[config.mk]
export PLATFORM = sky130hd
export DESIGN_NAME = pst_div
export DESIGN_NICKNAME = d
export VERILOG_FILES = /design/src/design/pst_pkg.sv /design/src/design/pst_div.sv
export SDC_FILE = /design/constraint.sdc
export NUM_CORES = 1
export LEC_CHECK = 0
export CORE_UTILIZATION = 50
export CTS_CLUSTER_DIAMETER = 50
export DETAILED_ROUTE_END_ITERATION = 16
export DONT_BUFFER_PORTS = 1
export GPL_TIMING_DRIVEN = 0
export SLEW_MARGIN = 20
export SYNTH_ARGS = -nofsm -noshare
export SYNTH_HDL_FRONTEND = slang
export SYNTH_SLANG_ARGS = --single-unit
export TNS_END_PERCENT = 20
[constraint.sdc]
create_clock -name clk -period 21.9 [get_ports clk]
set_input_delay 4.38 -clock clk [delete_from_list [all_inputs] [get_ports clk]]
set_output_delay 4.38 -clock clk [all_outputs]
set_load 0.03 [all_outputs]
[src/design/pst_pkg.sv]
`default_nettype none
// ----------------------------------------------------------------------------
// pst_pkg
// Shared types, constants and helpers for the staging transform block.
// ----------------------------------------------------------------------------
package pst_pkg;

    localparam int DATA_WIDTH   = 32;
    localparam int MAX_BEADS    = 32;
    localparam int BEAD_W       = 5;
    localparam int CFG_W        = 6;
    // Numerator of one bead combination: room for (2*MAX_BEADS) words
    localparam int NUM_W        = DATA_WIDTH + BEAD_W + 3;
    localparam int DEN_W        = BEAD_W + 1;
    localparam int DIV_BITS     = 8;
    localparam int DIV_CYC      = NUM_W / DIV_BITS;
    localparam int DIV_CNT_W    = $clog2(DIV_CYC + 1);
    localparam int LANES        = 3;

    typedef enum logic [1:0] {
        ACT_TO_STG   = 2'd0,
        ACT_FROM_STG = 2'd1,
        ACT_FORCE    = 2'd2,
        ACT_COPY     = 2'd3
    } action_t;

    typedef enum logic [2:0] {
        ST_IDLE,
        ST_RD,
        ST_EX,
        ST_DIV,
        ST_TAIL,
        ST_ORD,
        ST_OLD
    } step_t;

    typedef enum logic [2:0] {
        PH_COPY,
        PH_HEAD,
        PH_SUM,
        PH_FIRST,
        PH_BODY
    } phase_t;

    typedef struct packed {
        action_t                        action;
        logic [BEAD_W-1:0]              bead;
        logic signed [DATA_WIDTH-1:0]   val_x;
        logic signed [DATA_WIDTH-1:0]   val_y;
        logic signed [DATA_WIDTH-1:0]   val_z;
        logic                           last;
    } load_t;

    typedef struct packed {
        logic [BEAD_W-1:0]              out_bead;
        logic signed [DATA_WIDTH-1:0]   res_x;
        logic signed [DATA_WIDTH-1:0]   res_y;
        logic signed [DATA_WIDTH-1:0]   res_z;
        logic                           out_last;
    } result_t;

    // Clamp a wide value into the signed data range
    function automatic logic signed [DATA_WIDTH-1:0] sat_w(
        input logic signed [NUM_W-1:0] v
    );
        logic signed [NUM_W-1:0] hi;
        logic signed [NUM_W-1:0] lo;
        begin
            hi = $signed({{(NUM_W-DATA_WIDTH+1){1'b0}}, {(DATA_WIDTH-1){1'b1}}});
            lo = $signed({{(NUM_W-DATA_WIDTH+1){1'b1}}, {(DATA_WIDTH-1){1'b0}}});
            if (v > hi)
                sat_w = hi[DATA_WIDTH-1:0];
            else if (v < lo)
                sat_w = lo[DATA_WIDTH-1:0];
            else
                sat_w = v[DATA_WIDTH-1:0];
        end
    endfunction

endpackage
`default_nettype wire

[src/design/pst_div.sv]
`default_nettype none
// ----------------------------------------------------------------------------
// pst_div
// Three-lane rounding divider by a small bead count, eight quotient bits
// per cycle, ties rounded away from zero.
// ----------------------------------------------------------------------------
module pst_div (
    input  wire logic                                  clk,
    input  wire logic                                  rst_n,
    input  wire logic                                  start,
    input  wire logic [pst_pkg::DEN_W-1:0]             den,
    input  wire logic signed [pst_pkg::NUM_W-1:0]      num [pst_pkg::LANES],
    output logic                                       done,
    output logic signed [pst_pkg::NUM_W-1:0]           quo [pst_pkg::LANES]
);

    localparam int NW = pst_pkg::NUM_W;
    localparam int DW = pst_pkg::DEN_W;

    logic                         busy_reg, busy_next;
    logic                         done_reg, done_next;
    logic [pst_pkg::DIV_CNT_W-1:0] cnt_reg, cnt_next;
    logic [DW-1:0]                den_reg;
    logic [NW-1:0]                mag_reg [pst_pkg::LANES];
    logic [NW-1:0]                mag_next [pst_pkg::LANES];
    logic [DW-1:0]                rem_reg [pst_pkg::LANES];
    logic [DW-1:0]                rem_next [pst_pkg::LANES];
    logic                         neg_reg [pst_pkg::LANES];

    always_comb
    begin
        logic [NW-1:0] m;
        logic [DW-1:0] r;
        logic [DW:0]   t;
        busy_next = busy_reg;
        done_next = 1'b0;
        cnt_next  = cnt_reg;
        for (int j = 0; j < pst_pkg::LANES; j++)
        begin
            m = mag_reg[j];
            r = rem_reg[j];
            // shift the magnitude out and the quotient bits in
            for (int s = 0; s < pst_pkg::DIV_BITS; s++)
            begin
                t = {r, m[NW-1]};
                m = {m[NW-2:0], 1'b0};
                if (t >= {1'b0, den_reg})
                begin
                    t    = t - {1'b0, den_reg};
                    m[0] = 1'b1;
                end
                r = t[DW-1:0];
            end
            mag_next[j] = m;
            rem_next[j] = r;
        end
        if (busy_reg)
        begin
            cnt_next = cnt_reg - 1'b1;
            if (cnt_reg == pst_pkg::DIV_CNT_W'(1))
            begin
                busy_next = 1'b0;
                done_next = 1'b1;
            end
        end
        if (start)
        begin
            busy_next = 1'b1;
            cnt_next  = pst_pkg::DIV_CNT_W'(pst_pkg::DIV_CYC);
        end
    end

    always_ff @(posedge clk or negedge rst_n)
    begin
        if (!rst_n)
        begin
            busy_reg <= 1'b0;
            done_reg <= 1'b0;
            cnt_reg  <= '0;
        end
        else
        begin
            busy_reg <= busy_next;
            done_reg <= done_next;
            cnt_reg  <= cnt_next;
        end
    end

    always_ff @(posedge clk)
    begin
        if (start)
        begin
            den_reg <= den;
            for (int j = 0; j < pst_pkg::LANES; j++)
            begin
                neg_reg[j] <= num[j][NW-1];
                mag_reg[j] <= (num[j][NW-1] ? NW'(-num[j]) : NW'(num[j]))
                              + NW'(den >> 1);
                rem_reg[j] <= '0;
            end
        end
        else if (busy_reg)
        begin
            for (int j = 0; j < pst_pkg::LANES; j++)
            begin
                mag_reg[j] <= mag_next[j];
                rem_reg[j] <= rem_next[j];
            end
        end
    end

    assign done = done_reg;

    always_comb
    begin
        for (int j = 0; j < pst_pkg::LANES; j++)
            quo[j] = neg_reg[j] ? -$signed(mag_reg[j]) : $signed(mag_reg[j]);
    end

`ifndef NO_ASSERTIONS
    a_done_ends_busy: assert property (@(posedge clk) disable iff (!rst_n)
        done_reg |-> !busy_reg)
        else $error("divider done while still busy");
    a_start_when_free: assert property (@(posedge clk) disable iff (!rst_n)
        start |-> !busy_reg)
        else $error("divider restarted while busy");
    a_busy_len: assert property (@(posedge clk) disable iff (!rst_n)
        start |=> busy_reg && cnt_reg == pst_pkg::DIV_CNT_W'(pst_pkg::DIV_CYC))
        else $error("divider count not loaded");
`endif

endmodule
`default_nettype wire

==> metrics <==
outcome=finished clean; initial DRC count=1851; Critical Path Start Type=flop; crit path kind=reg -> reg; Avg WL per Cell=21.5 um; fraction of registers with async set/reset=3.29%; share of cells above drive strength 1=5.98%; register area=4540 um^2; first-pass GRT wire length=110 mm; register bit total from synthesis=152; Final #Nets=3037; most common cell after layout, fill and taps aside=xnor2_1; Tot GR Track Use=31.9%; mux cell area share after synthesis=4.05%; Least-Margin Pin Slew=1160 ps; Rows=76; Die H=211 um; Synth Area in XOR/XNOR=16.5%; complex-gate fraction of the synthesized area=21.8%; FILL cells=4116; Total Routed Length=71.2 mm; most frequent cells in the layout=284 x xnor2_1, 241 x nand2_1, 231 x nor2_1, 191 x a21oi_1, 189 x o21ai_0; CTS max path bufs=2; Unique masters post-synth=101; DP Wirelength=57.0 mm; DR vias=20.5k; area grow syn2layout=7.12%; WP data arrival=19970 ps; htree depth=4; chip width=211 um; Initial Util=50.7%; antenna violations before repair=1; IO Port Bufs=0; max incr delay on CP=760 ps; Die Area=44400 um^2; synthesized instance count=2686; Final Hold Fails=0; area of the multi-input gates=16400 um^2; post-route ant nets=0; Mapped Area=21800 um^2; endpoints failing setup=0; largest family of logic cells by synthesized area=compound AO/OA/AOI/OAI gates; routability cong.=0.938; Post-CTS Setup Bufs=0; post_cts resized=0; grt ovf=0; Clock Tree Root=clkbuf_16; Data required, critical path=22070 ps; Num Clock Sinks=152; total CTS buffers=17; ys flop type=edfxtp_1; syn_nets=3009; Synth Area in Simple Gates=20.6%; r2r setup slk=2090 ps; Fmax=50.5 MHz; EDFF count, synth=147; RSZ-0062 raised after global routing=false; Slew Viols, Final=0; final period utilization=90.4%; sequential area share after synthesis=20.8%; clock latency on the worst-skew pair=440 ps; TritonCTS clock tree=yes; CP max-delay cell=a31oi_1; Clock transition at path regs=60 ps; worst hold path class=reg -> reg; vias per cell=6.19; max_slew headroom=22.4%; number of global-route vias before repair=19.2k; critical path capture point type=flop; Core Area=43000 um^2; Clock Skew=8.84 ps; Ys Warns=0; min cycle time layout=19810 ps; Synth Area in Adders=12.1%; I/O pins=250; 1st-pass router iterations=6; setup TNS=0 ps; MaxCap Viol Count=0; # DRC=0; worst-path fanout max=19; max reg flops=120; CTS Hold Buffers Added=0; largest net degree at the start of global routing=47; CP most frequent cell=ha_1; mean post-synth cell area=8.11 um^2
[through the flow]
| stage | cells | util, % | worst slack [ps] | hold slack (ps) | instance area, um^2 |
|---|---|---|---|---|---|
| after floorplan | 2686 | - | 4640 | 512 | 21800 |
| after global placement | 3271 | 52.4 | 333 | 527 | 22500 |
| after detailed placement | 3280 | 52.8 | 2260 | 541 | 22700 |
| after CTS | 3312 | 54.3 | 2130 | 563 | 23300 |
| after global routing | 3312 | 54.3 | 503 | 581 | 23300 |
| final | 3313 | 54.3 | 2090 | 557 | 23300 |
[cells by family after synthesis]
family	after synthesis
and+or+nand+nor	893
AOI/OAI and AO/OA	728
xor gates and xnor gates	411
buffers and inverters	227
adders and majority gates	194
DFF	152
muxes	81
[worst max-delay path, delay by kind of cell, from the launching register on]
family / cells / cell delay, ps
multiplexers: 5 / 1900
AO/OA/AOI/OAI: 37 / 10360
adder cells (fa/ha/maj): 8 / 2140
flip-flops: 1 / 740
AND/OR/NAND/NOR: 17 / 2710
buffers and inverters: 10 / 1610
[path summary, 6_finish.rpt]
check | from | end | cells past startpoint
worst max-delay path | den_reg[1] | rem_reg[0][7] | 77
worst min-delay path | cnt_reg[0] | cnt_reg[0] | 2
worst max register to register | den_reg[1] | rem_reg[0][7] | 77
worst min register to register | cnt_reg[0] | cnt_reg[0] | 2
max in group asynchronous | rst_n | cnt_reg[0] | 0
min in group asynchronous | rst_n | busy_reg | 0
[layout make-up]
cell class,count,area share [%]
inverters,129,2.08
flip-flops and latches,152,19.5
well taps,585,3.14
repair buffers,9,0.719
clock inverters,13,0.863
plain buffers,98,1.72
multi-input cells,2307,70.2
diodes,1,0.0107
clock buffers,19,1.86
[Yosys cell counts (41+ instances only)]
cell / n / area share [%]
ha_1: 167 / 9.6
xor2_1: 127 / 5.1
nand2b_1: 44 / 1.3
nand3_1: 41 / 0.94
o21ai_0: 190 / 4.4
nor2_1: 231 / 4.0
nor3_1: 66 / 1.5
edfxtp_1: 147 / 20
a21o_1: 53 / 1.8
or3_1: 55 / 1.6
inv_1: 128 / 2.2
xnor2_1: 284 / 11
a21oi_1: 191 / 4.4
nand2_1: 241 / 4.2
o31ai_1: 73 / 2.5
clkbuf_1: 79 / 1.4
nor2b_1: 42 / 1.2
[per-layer routing]
layer / vias up / GRT usage, % / share of wire (%)
li1: 9869 / - / -
met2: 733 / 47.2 / 43
met3: 99 / 6.01 / 8.1
met4: 0 / 10.8 / 3.1
met5: - / 0 / 0
met1: 9805 / 46.3 / 46
Power is left out: the tool's default activity adds up to more than one toggle a clock period on the data nets, which glitch-free logic cannot reach.
